[src/hw/rtl/clr_pkg.sv]
// ----------------------------------------------------------------------------
// clr_pkg
// shared types and constants for the checksummed line receiver
// ----------------------------------------------------------------------------
package clr_pkg;

  localparam logic [7:0] ChLf      = 8'h0A;
  localparam logic [7:0] ChCr      = 8'h0D;
  localparam logic [7:0] ChEsc     = 8'h1B;
  localparam logic [7:0] ChBracket = 8'h5B;
  localparam logic [7:0] ChGt      = 8'h3E;
  localparam logic [7:0] ChZero    = 8'h30;
  localparam logic [7:0] ChUpperA  = 8'h41;
  localparam logic [7:0] SumStart  = 8'hC6;

  typedef enum logic [3:0] {
    PH_IDLE      = 4'd0,
    PH_LF        = 4'd1,
    PH_DATA      = 4'd2,
    PH_CR        = 4'd3,
    PH_ESC       = 4'd4,
    PH_BRACKET   = 4'd5,
    PH_GT        = 4'd6,
    PH_SUM_HI_OK = 4'd7,
    PH_SUM_OK    = 4'd8
  } clr_phase_e;

  typedef enum logic [1:0] {
    ST_BUSY = 2'd0,
    ST_GOOD = 2'd1,
    ST_BAD  = 2'd2
  } clr_status_e;

  typedef enum logic [1:0] {
    SEQ_RX    = 2'd0,
    SEQ_ALIGN = 2'd1,
    SEQ_READ  = 2'd2
  } clr_seq_e;

  typedef struct packed {
    logic        wr_en;
    clr_status_e status;
    logic [5:0]  len;
  } clr_rx_res_t;

endpackage

[src/hw/rtl/clr_cell.sv]
// ----------------------------------------------------------------------------
// clr_cell
// one byte cell of the line store chain
// ----------------------------------------------------------------------------
module clr_cell (
  input  logic       clk_i,
  input  logic       shift_i,
  input  logic [7:0] data_i,
  output logic [7:0] data_o
);

  logic [7:0] data_q;

  always_ff @(posedge clk_i) begin
    if (shift_i) begin
      data_q <= data_i;
    end
  end

  assign data_o = data_q;

endmodule

[src/hw/rtl/clr_chain.sv]
// ----------------------------------------------------------------------------
// clr_chain
// row of byte cells, shifting toward the tail on every enabled cycle
// ----------------------------------------------------------------------------
module clr_chain #(
  parameter int LineBytes = 32
) (
  input  logic       clk_i,
  input  logic       shift_i,
  input  logic [7:0] head_i,
  output logic [7:0] tail_o
);

  logic [7:0] tap [LineBytes];

  for (genvar i = 0; i < LineBytes; i++) begin : g_cell
    logic [7:0] cell_in;
    if (i == 0) begin : g_head
      assign cell_in = head_i;
    end else begin : g_link
      assign cell_in = tap[i-1];
    end
    clr_cell u_cell (
      .clk_i  (clk_i),
      .shift_i(shift_i),
      .data_i (cell_in),
      .data_o (tap[i])
    );
  end

  assign tail_o = tap[LineBytes-1];

endmodule

[src/hw/rtl/clr_rx_fsm.sv]
// ----------------------------------------------------------------------------
// clr_rx_fsm
// per-byte framing, running checksum and character count
// ----------------------------------------------------------------------------
module clr_rx_fsm
  import clr_pkg::*;
#(
  parameter int LineBytes = 32
) (
  input  logic        clk_i,
  input  logic        rst_ni,
  input  logic        accept_i,
  input  logic [7:0]  byte_i,
  output clr_rx_res_t res_o
);

  localparam logic [5:0] MaxCount = 6'(LineBytes - 1);

  clr_phase_e phase_q, phase_d, phase_cur;
  logic [5:0] count_q, count_d, count_cur;
  logic [7:0] sum_q, sum_d, sum_cur;
  logic       fail;

  always_ff @(posedge clk_i or negedge rst_ni) begin
    if (!rst_ni) begin
      phase_q <= PH_IDLE;
      count_q <= '0;
      sum_q   <= SumStart;
    end else if (accept_i) begin
      phase_q <= phase_d;
      count_q <= count_d;
      sum_q   <= sum_d;
    end
  end

  always_comb begin
    phase_cur    = phase_q;
    count_cur    = count_q;
    sum_cur      = sum_q;
    phase_d      = phase_q;
    count_d      = count_q;
    sum_d        = sum_q;
    fail         = 1'b0;
    res_o.wr_en  = 1'b0;
    res_o.status = ST_BUSY;
    res_o.len    = count_q;
    if (byte_i == ChLf) begin
      res_o.status = (phase_q == PH_CR || phase_q == PH_SUM_OK) ? ST_GOOD : ST_BAD;
      phase_d      = PH_LF;
    end else begin
      // first byte after a line feed opens a new line
      if (phase_q == PH_LF) begin
        phase_cur = PH_DATA;
        count_cur = '0;
        sum_cur   = SumStart;
      end
      phase_d = phase_cur;
      count_d = count_cur;
      sum_d   = sum_cur;
      case (phase_cur)
        PH_IDLE: begin
        end
        PH_DATA: begin
          if (byte_i == ChCr) begin
            phase_d = PH_CR;
          end else if (count_cur < MaxCount) begin
            res_o.wr_en = 1'b1;
            count_d     = count_cur + 6'd1;
            sum_d       = sum_cur + byte_i;
          end else begin
            fail = 1'b1;
          end
        end
        PH_CR: begin
          if (byte_i == ChEsc) phase_d = PH_ESC; else fail = 1'b1;
        end
        PH_ESC: begin
          if (byte_i == ChBracket) phase_d = PH_BRACKET; else fail = 1'b1;
        end
        PH_BRACKET: begin
          if (byte_i == ChGt) phase_d = PH_GT; else fail = 1'b1;
        end
        PH_GT: begin
          if (byte_i == ChZero + {5'd0, sum_cur[6:4]}) phase_d = PH_SUM_HI_OK;
          else fail = 1'b1;
        end
        PH_SUM_HI_OK: begin
          if (byte_i == ChUpperA + {4'd0, sum_cur[3:0]}) phase_d = PH_SUM_OK;
          else fail = 1'b1;
        end
        default: begin
          fail = 1'b1;
        end
      endcase
      if (fail) begin
        phase_d      = PH_IDLE;
        res_o.status = ST_BAD;
      end
    end
  end

endmodule

[src/hw/rtl/checksummed_line_receiver.sv]
// ----------------------------------------------------------------------------
// checksummed_line_receiver
// deframes checksummed text lines from a byte stream and replays good lines
//
// channel  dir  payload
// s_axis   in   tdata[7:0] rx_byte
// m_axis   out  tdata line_status, line_char, line_length; tuser char_valid;
//               tlast last
//
// a byte is taken whenever the output register is free and no line is replayed
// a good line with at least one character is then replayed: the cell chain is
// first shifted until its first stored character reaches the tail cell, then
// each character is output from the tail; output stalls hold the chain
// reset clears framing state, checksum, count and the output valid
// ----------------------------------------------------------------------------
module checksummed_line_receiver
  import clr_pkg::*;
#(
  parameter int LINE_BYTES = 32
) (
  input  logic        clk_i,
  input  logic        rst_ni,
  input  logic        s_axis_tvalid,
  output logic        s_axis_tready,
  input  logic [7:0]  s_axis_tdata,   // rx_byte
  output logic        m_axis_tvalid,
  input  logic        m_axis_tready,
  output logic [15:0] m_axis_tdata,   // line_status[1:0], line_char[9:2], line_length[15:10]
  output logic        m_axis_tuser,   // char_valid
  output logic        m_axis_tlast
);

  localparam int CntW = (LINE_BYTES > 2) ? $clog2(LINE_BYTES) : 1;

  clr_rx_res_t rx_res;
  clr_seq_e    seq_q, seq_d;
  logic [CntW-1:0] cnt_q, cnt_d;
  logic        in_acc, out_free;
  logic        shift_en;
  logic [7:0]  shift_in, tail;

  logic        out_valid_q, out_valid_d;
  clr_status_e out_status_q, out_status_d;
  logic        out_cv_q, out_cv_d;
  logic [7:0]  out_char_q, out_char_d;
  logic [5:0]  out_len_q, out_len_d;
  logic        out_last_q, out_last_d;

  assign in_acc   = s_axis_tvalid && s_axis_tready;
  assign out_free = !out_valid_q || m_axis_tready;

  clr_rx_fsm #(
    .LineBytes(LINE_BYTES)
  ) u_rx_fsm (
    .clk_i   (clk_i),
    .rst_ni  (rst_ni),
    .accept_i(in_acc),
    .byte_i  (s_axis_tdata),
    .res_o   (rx_res)
  );

  clr_chain #(
    .LineBytes(LINE_BYTES)
  ) u_chain (
    .clk_i  (clk_i),
    .shift_i(shift_en),
    .head_i (shift_in),
    .tail_o (tail)
  );

  always_ff @(posedge clk_i or negedge rst_ni) begin
    if (!rst_ni) begin
      seq_q       <= SEQ_RX;
      cnt_q       <= '0;
      out_valid_q <= 1'b0;
    end else begin
      seq_q       <= seq_d;
      cnt_q       <= cnt_d;
      out_valid_q <= out_valid_d;
    end
  end

  always_ff @(posedge clk_i) begin
    out_status_q <= out_status_d;
    out_cv_q     <= out_cv_d;
    out_char_q   <= out_char_d;
    out_len_q    <= out_len_d;
    out_last_q   <= out_last_d;
  end

  always_comb begin
    seq_d         = seq_q;
    cnt_d         = cnt_q;
    s_axis_tready = 1'b0;
    shift_en      = 1'b0;
    shift_in      = 8'd0;
    out_valid_d   = out_valid_q && !m_axis_tready;
    out_status_d  = out_status_q;
    out_cv_d      = out_cv_q;
    out_char_d    = out_char_q;
    out_len_d     = out_len_q;
    out_last_d    = out_last_q;
    case (seq_q)
      SEQ_RX: begin
        s_axis_tready = out_free;
        if (in_acc) begin
          shift_en     = rx_res.wr_en;
          shift_in     = s_axis_tdata;
          out_valid_d  = 1'b1;
          out_status_d = rx_res.status;
          out_cv_d     = 1'b0;
          out_char_d   = 8'd0;
          out_len_d    = (rx_res.status == ST_GOOD) ? rx_res.len : 6'd0;
          out_last_d   = !(rx_res.status == ST_GOOD && rx_res.len != 6'd0);
          if (rx_res.status == ST_GOOD && rx_res.len != 6'd0) begin
            seq_d = SEQ_ALIGN;
            cnt_d = CntW'(LINE_BYTES - int'(rx_res.len));
          end
        end
      end
      SEQ_ALIGN: begin
        // move the first stored character to the tail cell
        shift_en = 1'b1;
        cnt_d    = cnt_q - CntW'(1);
        if (cnt_q == CntW'(1)) begin
          seq_d = SEQ_READ;
          cnt_d = CntW'(out_len_q);
        end
      end
      SEQ_READ: begin
        if (out_free) begin
          shift_en     = 1'b1;
          out_valid_d  = 1'b1;
          out_status_d = ST_GOOD;
          out_cv_d     = 1'b1;
          out_char_d   = tail;
          out_last_d   = (cnt_q == CntW'(1));
          cnt_d        = cnt_q - CntW'(1);
          if (cnt_q == CntW'(1)) begin
            seq_d = SEQ_RX;
          end
        end
      end
      default: begin
        seq_d = SEQ_RX;
      end
    endcase
  end

  assign m_axis_tvalid = out_valid_q;
  assign m_axis_tdata  = {out_len_q, out_char_q, out_status_q};
  assign m_axis_tuser  = out_cv_q;
  assign m_axis_tlast  = out_last_q;

  a_nongood_is_last: assert property (@(posedge clk_i) disable iff (!rst_ni)
    (m_axis_tvalid && out_status_q != ST_GOOD) |-> m_axis_tlast)
    else $error("busy or bad result without last");

  a_char_is_good: assert property (@(posedge clk_i) disable iff (!rst_ni)
    (m_axis_tvalid && m_axis_tuser) |-> (out_status_q == ST_GOOD && out_len_q != 6'd0))
    else $error("line character outside a good line");

  a_last_char_ends_read: assert property (@(posedge clk_i) disable iff (!rst_ni)
    (m_axis_tvalid && m_axis_tready && m_axis_tuser && m_axis_tlast) |=> seq_q == SEQ_RX)
    else $error("replay continues after last character");

  a_bad_stays_rx: assert property (@(posedge clk_i) disable iff (!rst_ni)
    (in_acc && rx_res.status != ST_GOOD) |=> seq_q == SEQ_RX)
    else $error("replay started on a line that is not good");

endmodule

[config.mk]
export PLATFORM = sky130hd
export DESIGN_NAME = checksummed_line_receiver
export DESIGN_NICKNAME = d
export VERILOG_FILES = /design/src/hw/rtl/clr_pkg.sv /design/src/hw/rtl/clr_cell.sv /design/src/hw/rtl/clr_chain.sv /design/src/hw/rtl/clr_rx_fsm.sv /design/src/hw/rtl/checksummed_line_receiver.sv
export SDC_FILE = /design/constraint.sdc
export NUM_CORES = 1
export LEC_CHECK = 0
export BUFFER_PORTS_ARGS = -buffer_cell sky130_fd_sc_hd__buf_2
export CAP_MARGIN = 0
export CORE_MARGIN = 10
export CORE_UTILIZATION = 29
export CTS_CLUSTER_SIZE = 20
export DETAILED_ROUTE_END_ITERATION = 16
export GPL_TIMING_DRIVEN = 0
export PLACE_DENSITY = 0.5
export SYNTH_ARGS = -nofsm -noshare
export SYNTH_HDL_FRONTEND = slang
export SYNTH_SLANG_ARGS = --single-unit
[constraint.sdc]
create_clock -name clk_i -period 43.2 [get_ports clk_i]
set_input_delay 2.16 -clock clk_i [delete_from_list [all_inputs] [get_ports clk_i]]
set_output_delay 2.16 -clock clk_i [all_outputs]
set_load 0.005 [all_outputs]
# Word level (Yosys, flattened, before mapping)
# Index checks and enable logic that the tools add are counted.
[op_classes] bitwise=1 n_eq_ne=25 magnitude_cmp=1 add_sub_neg=6 reduce_logical=18 muxes=67
[op_table] cell="8-bit two-way mux" count=7
[op_table] cell="4-bit two-way mux" count=10
[op_table] cell="6-bit two-way mux" count=5
[op_table] cell="4-bit one-hot mux with 6 select lines" count=1
[op_table] cell="1-bit two-way mux" count=21
[op_table] cell="2-bit two-way mux" count=10
[op_table] cell="5-bit two-way mux" count=4
[op_table] cell="4-bit by 3-bit == test with 1-bit output (second input constant)" count=4
[op_table] cell="8-bit by 4-bit == test with 1-bit output (second input constant)" count=2
[op_table] cell="8-bit == test" count=2
[op_table] cell="8-bit one-hot mux with 2 select lines" count=1
[op_table] cell="5-bit one-hot mux with 3 select lines" count=1
[op_table] cell="4-bit by 2-bit == test with 1-bit output (second input constant)" count=3
[op_table] cell="2-bit != test (second input constant)" count=5
[op_table] cell="7-bit by 4-bit adder with 8-bit output (first input constant)" count=1
[op_table] cell="8-bit adder" count=1
[op_table] cell="8-bit by 5-bit == test with 1-bit output (second input constant)" count=1
[op_table] cell="8-bit by 6-bit == test with 1-bit output (second input constant)" count=1
[op_table] cell="8-bit by 7-bit == test with 1-bit output (second input constant)" count=1
[op_table] cell="6-bit by 3-bit adder with 7-bit output (first input constant)" count=1
[op_table] cell="1-bit one-hot mux with 7 select lines" count=1
[op_table] cell="6-bit by 1-bit adder with 6-bit output (second input constant)" count=1
[op_table] cell="6-bit by 5-bit < comparator with 1-bit output (second input constant)" count=1
[op_table] cell="1-bit one-hot mux with 2 select lines" count=3
[op_table] cell="23 further kinds" count=30
[word_totals] out_inout_bits=20 ff_bits=300 in_bits=12 wordCells=161

# Depth between registers and ports, before layout
[logic_depth] word_depth=15 ltp_mapped=12 depth_no_buf=10

# Hierarchy
# A second synthesis with hierarchy kept.
[unflattened] cells_unflattened=593 hier_area_um2=10807.9
[by_module_without_submodules] mod="clr_cell" instances=32 area_per_inst_um2=240.2 cells_each=8 seq_area_each_um2=240.2
[by_module_without_submodules] mod="clr_rx_fsm" instances=1 area_per_inst_um2=1596.5 cells_each=193 seq_area_each_um2=429.2
[by_module_without_submodules] mod="checksummed_line_receiver" instances=1 area_per_inst_um2=1524.0 cells_each=144 seq_area_each_um2=740.7

# Least setup slack after synthesis
# OpenSTA, ideal clock, no wires.
[synth_timing] path_kind="input to register" start="input port s_axis_tdata[2]" end="register u_chain.g_cell[0].u_cell.data_q[0] (enable)" setup_slack_ps=26876 t_required_ps=42242 arrival_time_ps=15367 stages=6 setup_ps=958 path_buffers=1 path_cell_list="clkbuf_1 nor3_1 nor2b_1 a21oi_1 nand2_1 a21oi_1"
[synth_between] elab_chain_cells=6 word_cells_on_any_way=7 cone_classes="eq/ne: 2; mux: 5"
[synth_rtl] item="from (decl)" line_no="checksummed_line_receiver.sv:25" source="input logic [7:0] s_axis_tdata,"
[synth_rtl] item="8-bit by 4-bit == test with 1-bit output" line_no="clr_rx_fsm.sv:64" source="if (byte_i == ChCr) begin"
[synth_rtl] item="1-bit two-way mux" line_no="clr_rx_fsm.sv:64"
[synth_rtl] item="1-bit two-way mux" line_no="clr_rx_fsm.sv:60" source="case (phase_cur)"
[synth_rtl] item="1-bit two-way mux *" line_no="clr_rx_fsm.sv:47" source="if (byte_i == ChLf) begin"
[synth_rtl] item="1-bit two-way mux *" line_no="checksummed_line_receiver.sv:106" source="if (in_acc) begin"
[synth_rtl] item="1-bit one-hot mux with 3 select lines *" line_no="checksummed_line_receiver.sv:103" source="case (seq_q)"
[synth_rtl] item="named net shift_en" line_no="checksummed_line_receiver.sv:39" source="logic shift_en;"
[synth_rtl] item="to (signal assigned)" line_no="clr_cell.sv:16" source="data_q <= data_i;"
[synth_rtl] item="to (decl)" line_no="clr_cell.sv:12" source="logic [7:0] data_q;"
# Mark *: on every way through the listed nets, which the timed path passes. The rest lies on a longest branch.
# A chain may end at the register's enable or synchronous reset.

# Final worst setup path
[layout_timing] start="input port m_axis_tready" end="register u_chain.g_cell[28].u_cell.data_q[6] (enable)"
[layout_between] elab_chain_cells=5 word_cells_on_any_way=6 cone_classes="mux: 4; reduce/logical: 2"
[layout_rtl] item="from (decl)" line_no="checksummed_line_receiver.sv:27" source="input logic m_axis_tready,"
[layout_rtl] item="1-bit logical OR *" line_no="checksummed_line_receiver.sv:50" source="assign out_free = !out_valid_q || m_axis_tready;"
[layout_rtl] item="1-bit two-way mux" line_no="checksummed_line_receiver.sv:103"
[layout_rtl] item="1-bit logical AND" line_no="checksummed_line_receiver.sv:49" source="assign in_acc = s_axis_tvalid && s_axis_tready;"
[layout_rtl] item="1-bit two-way mux" line_no="checksummed_line_receiver.sv:106"
[layout_rtl] item="1-bit one-hot mux with 3 select lines *" line_no="checksummed_line_receiver.sv:103"
[layout_rtl] item="named net shift_en" line_no="checksummed_line_receiver.sv:39"
[layout_rtl] item="to (signal assigned)" line_no="clr_cell.sv:16"
[layout_rtl] item="to (decl)" line_no="clr_cell.sv:12"
# Marks and branches as above.

==> flow_summary.rst <==
.. list-table::
   :header-rows: 1

   * - Metric
     - Value
   * - Outcome
     - completed
   * - Die Wd
     - 212.6 um
   * - Internal power summed over all cells
     - 0.7636 mW
   * - Global Route Usage Sum
     - between 7 and 8%
   * - Layout overhead on the synthesized area
     - 17.72%
   * - Largest voltage drop on the vdd net
     - between 30 and 40 uV
   * - Crit. path cell count
     - 11
   * - Final setup slack of the worst path
     - 37.54 ns
   * - Endpoint kind of the worst setup timing path
     - flop
   * - Period Utilization, post-route
     - between 10% and 20%
   * - Predominant post-synthesis flop cell
     - edfxtp_1
   * - Unique masters post-synth
     - 63
   * - Number of nets still failing antenna checks after routing
     - 0
   * - Clk pin slew, worst setup/hold paths
     - 0.07 ns
   * - Fraction of layout instances using a drive strength above 1
     - between 10 and 15%
   * - Number of instances in the synthesized netlist
     - 591
   * - Detailed Routing Iterations Pass 1
     - 5
   * - WP data required
     - 43.42 ns
   * - First-pass GRT wire length
     - 27160 um
   * - Slowest stage cell, crit path
     - a21oi_4
   * - TritonCTS clock tree
     - done
   * - I/O pin cnt
     - 32
   * - Async set-or-reset flop fraction in the synthesized netlist
     - 8.361%
   * - Layout Nets
     - 691
   * - Final-report setup violation count
     - 0
   * - Worst-margin pin slew
     - between 1 and 1.5 ns
   * - Hold-fix buffer count after cts
     - 0
   * - Depth of the most critical reg-to-reg path
     - 11
   * - Resize count post-CTS
     - 0
   * - Top cell by count, worst path
     - buf_16
   * - Share of power burned in combinational logic
     - between 20% and 30%
   * - Average vias per placed instance
     - 4.404
   * - Final non-filler cell area
     - 0.01267 mm^2
   * - Startpoint type of the worst setup path
     - input pin
   * - Setup repair after global routing missed its margin
     - false
   * - Most used cells in the layout excluding fill and tap cells
     - edfxtp_1 (274), buf_2 (35), nand2_1 (34)
   * - Number of vias in the routed layout
     - about 5100
   * - Remaining max-slew budget at the tightest pin
     - 13.64%
   * - Hold Vio Cnt, Final
     - 0
   * - Final period demand of the worst path
     - 5.660 ns
   * - Clock insertion delay at the later pin of the skew report
     - 0.54 ns
   * - Final cell utilization of the core
     - 34.60%
   * - Setup Crit Path Kind
     - input pin to flop
   * - Overall overflow remaining after global route
     - 0
   * - Post-DP HPWL
     - 10540 um
   * - Cts bufs inserted
     - 29
   * - Hold path depth
     - 0
   * - Sequence of cells on the critical path
     - buf_2 > nand2b_1 > nand3_1 > a21oi_1 > nand2_1 > a21oi_4 > buf_12 > buf_16 > buf_16 > buf_16 > buf_12
   * - Sequential share of power
     - between 50% and 60%
   * - Starting Density
     - 29.40%
   * - Final wirelength
     - 16670 um
   * - Number of flops mapped to enable cells by yosys
     - 274
   * - Cells taking the most area after synthesis
     - edfxtp_1 (76%), dfrtp_1 (5.1%), ha_1 (1.5%)
   * - CP max FO
     - 30
   * - Syn_area_per_cell
     - 18.21 um^2
   * - Starting DRC count in detailed routing
     - 341
   * - Pre-CTS setup slack
     - roughly 37 ns
   * - Routed length per placed instance
     - 14.43 um
   * - Most frequent standard cell in the layout excluding fill and tap cells
     - edfxtp_1
   * - Data arrival time of the critical path
     - 5.88 ns
   * - Placer congestion estimate
     - 0.7850
   * - Highest attainable clock frequency
     - 176.7 MHz
   * - Number of DRC violations after detailed routing
     - 0
   * - Synth Net Count
     - 617
   * - Area share of the leading cell type in the synthesized netlist
     - 76.46%
   * - Instance area after placement
     - 0.01179 mm^2
   * - Vertical die dimension
     - 212.6 um
   * - YS warnings
     - 0
   * - Library cell with the largest summed area after synthesis
     - edfxtp_1
   * - Leakage
     - 4.380 nW
   * - Synthesized flop and latch total
     - about 300
   * - Power, Total
     - between 1 and 1.5 mW
   * - Number of I/O port buffers
     - 31
   * - Root Buffer Master
     - clkbuf_16
   * - Post-CTS Setup Inserts
     - 0
   * - Max Slew Vio Count
     - 0
   * - Placeable core area
     - between 0.03 and 0.04 mm^2
   * - Final total negative setup slack
     - 0 ns
   * - Hold Path Class
     - flop to flop
   * - Via count of the first global-routing pass
     - 4983
   * - Placement row count
     - 70
   * - CTS H-Tree Depth
     - 1
   * - Ant diodes
     - 0
   * - FILL cells
     - ~3500
   * - Worst path buffer plus inverter count
     - 6
   * - Sw frac
     - 27.56%
   * - Antenna violations before repair
     - 0
   * - Reported max-cap violation count
     - 0
   * - Layout Skew
     - 0.02191 ns
   * - Die outline area
     - ~0.045 mm^2
   * - Psw
     - 0.2905 mW
   * - Portion of the post-synthesis area used by sequential elements
     - between 80% and 90%
   * - Pin count of the biggest net entering global routing
     - 32
   * - Slowest Stage Delay on Critical Path
     - 0.85 ns
   * - Proportion of power drawn by the clock network
     - 22.3%
   * - Buffers from clock root to sink, at most
     - 3
   * - Pwr/cell area
     - 83.21 mW/mm^2
   * - Clock Sinks
     - ~300
   * - Cell area after synthesis
     - 0.01076 mm^2
   * - Kind of cell with the highest combined delay on the critical path
     - compound AO/OA/AOI/OAI gates
## cell type report
cell class                 count  area, um^2  share of cell area (%)
buffer                        16       72.57                  0.5728
clock buffer                  47       813.3                   6.420
tap                          468       585.6                   4.622
sequential                   299        8857                   69.92
inverter                      12       45.04                  0.3556
multi-input combinational    264        1798                   14.19
timing repair buffer          43       435.4                   3.437
clock inverter                 6       61.31                  0.4840
## metal layers
layer | vias to the layer above | wire [um] | track usage, %
met5 | - | 0 | 0
met4 | 0 | 524 | 2.610
met3 | 31 | 785 | 1.796
met2 | 97 | 6924 | 10.52
met1 | 2536 | 8433 | 10.62
li1 | 2423 | - | -
## through the flow
| step | std cells | hold slack (ns) |
|---|---|---|
| finish | 1155 | 0.4118 |
| global route | 1155 | 0.4228 |
| CTS | 1155 | 0.4154 |
| detailed placement | 1102 | 0.4045 |
| global placement | 1090 | 0.4022 |
| floorplan | 591 | 0.4003 |
## power by group through the flow
stage	Sequential (mW)	Combinational, mW	Clock (mW)
3_5_place_dp	0.586	0.242	0
6_report	0.581	0.238	0.235
3_3_place_gp	0.693	0.190	0
2_1_floorplan	0.651	0.142	0
4_1_cts	0.583	0.243	0.243
5_1_grt	0.597	0.266	0.255
## synthesized netlist by cell type, types with 3 or more instances
cell type,n
a21o_1,4
a21oi_1,29
a31oi_1,5
and2_1,23
and3_1,4
buf_2,4
clkbuf_1,11
dfrtp_1,22
dfstp_2,3
edfxtp_1,274
ha_1,13
inv_1,12
mux2_1,4
mux2i_1,6
nand2_1,34
nand2b_1,5
nand3_1,14
nor2_1,19
nor2b_1,8
nor3_1,5
nor4_1,4
o211ai_1,3
o21ai_0,12
o21ai_1,8
o22ai_1,3
or2_1,3
or3b_1,4
xnor2_1,12
xor2_1,4
## flip-flops by register name (all words and copies together) (netlist names)
register and cells:
u_chain.g_cell.u_cell.data_o 256, m_axis_tuser 1, out_len_q 6, u_rx_fsm.sum_q 7
cnt_q 5, u_rx_fsm.count_q 6, seq_q 2, out_char_q 8
m_axis_tlast 1, out_status_q 2, u_rx_fsm.phase_q 4, m_axis_tvalid 1
## path summary, 6_finish.rpt
kind	from	slack [ns]	end
max	m_axis_tready	37.54	u_chain.g_cell[28].u_cell.data_o[6]
min	u_chain.g_cell[4].u_cell.data_o[4]	0.41	u_chain.g_cell[5].u_cell.data_o[4]
max reg2reg	seq_q[0]	38.70	u_chain.g_cell[28].u_cell.data_o[6]
min reg2reg	u_chain.g_cell[4].u_cell.data_o[4]	0.41	u_chain.g_cell[5].u_cell.data_o[4]
max in group asynchronous	rst_ni	41.12	cnt_q[3]
min in group asynchronous	rst_ni	1.64	u_rx_fsm.sum_q[5]
## worst register-to-register path, stage by stage (launching register included)
cell     delay (ns)
dfrtp_1        0.42
inv_1          0.10
ha_1           0.28
nand3_1        0.34
a21oi_1        0.69
nand2_1        0.43
a21oi_4        0.85
buf_12         0.30
buf_16         0.19
buf_16         0.17
buf_16         0.18
buf_12         0.22
## logic make-up (layout without fill, tap and decap cells)
kind of cell	count (synthesis)	after routing	synth area share, %
flops	299	299	82.30
simple gates	138	138	7.162
compound gates	86	86	5.465
buf+inv	28	124	1.093
xor+xnor	16	16	1.302
fa+ha+maj	14	14	1.698
mux	10	10	0.9766
Power figures use the tool's default switching activity.
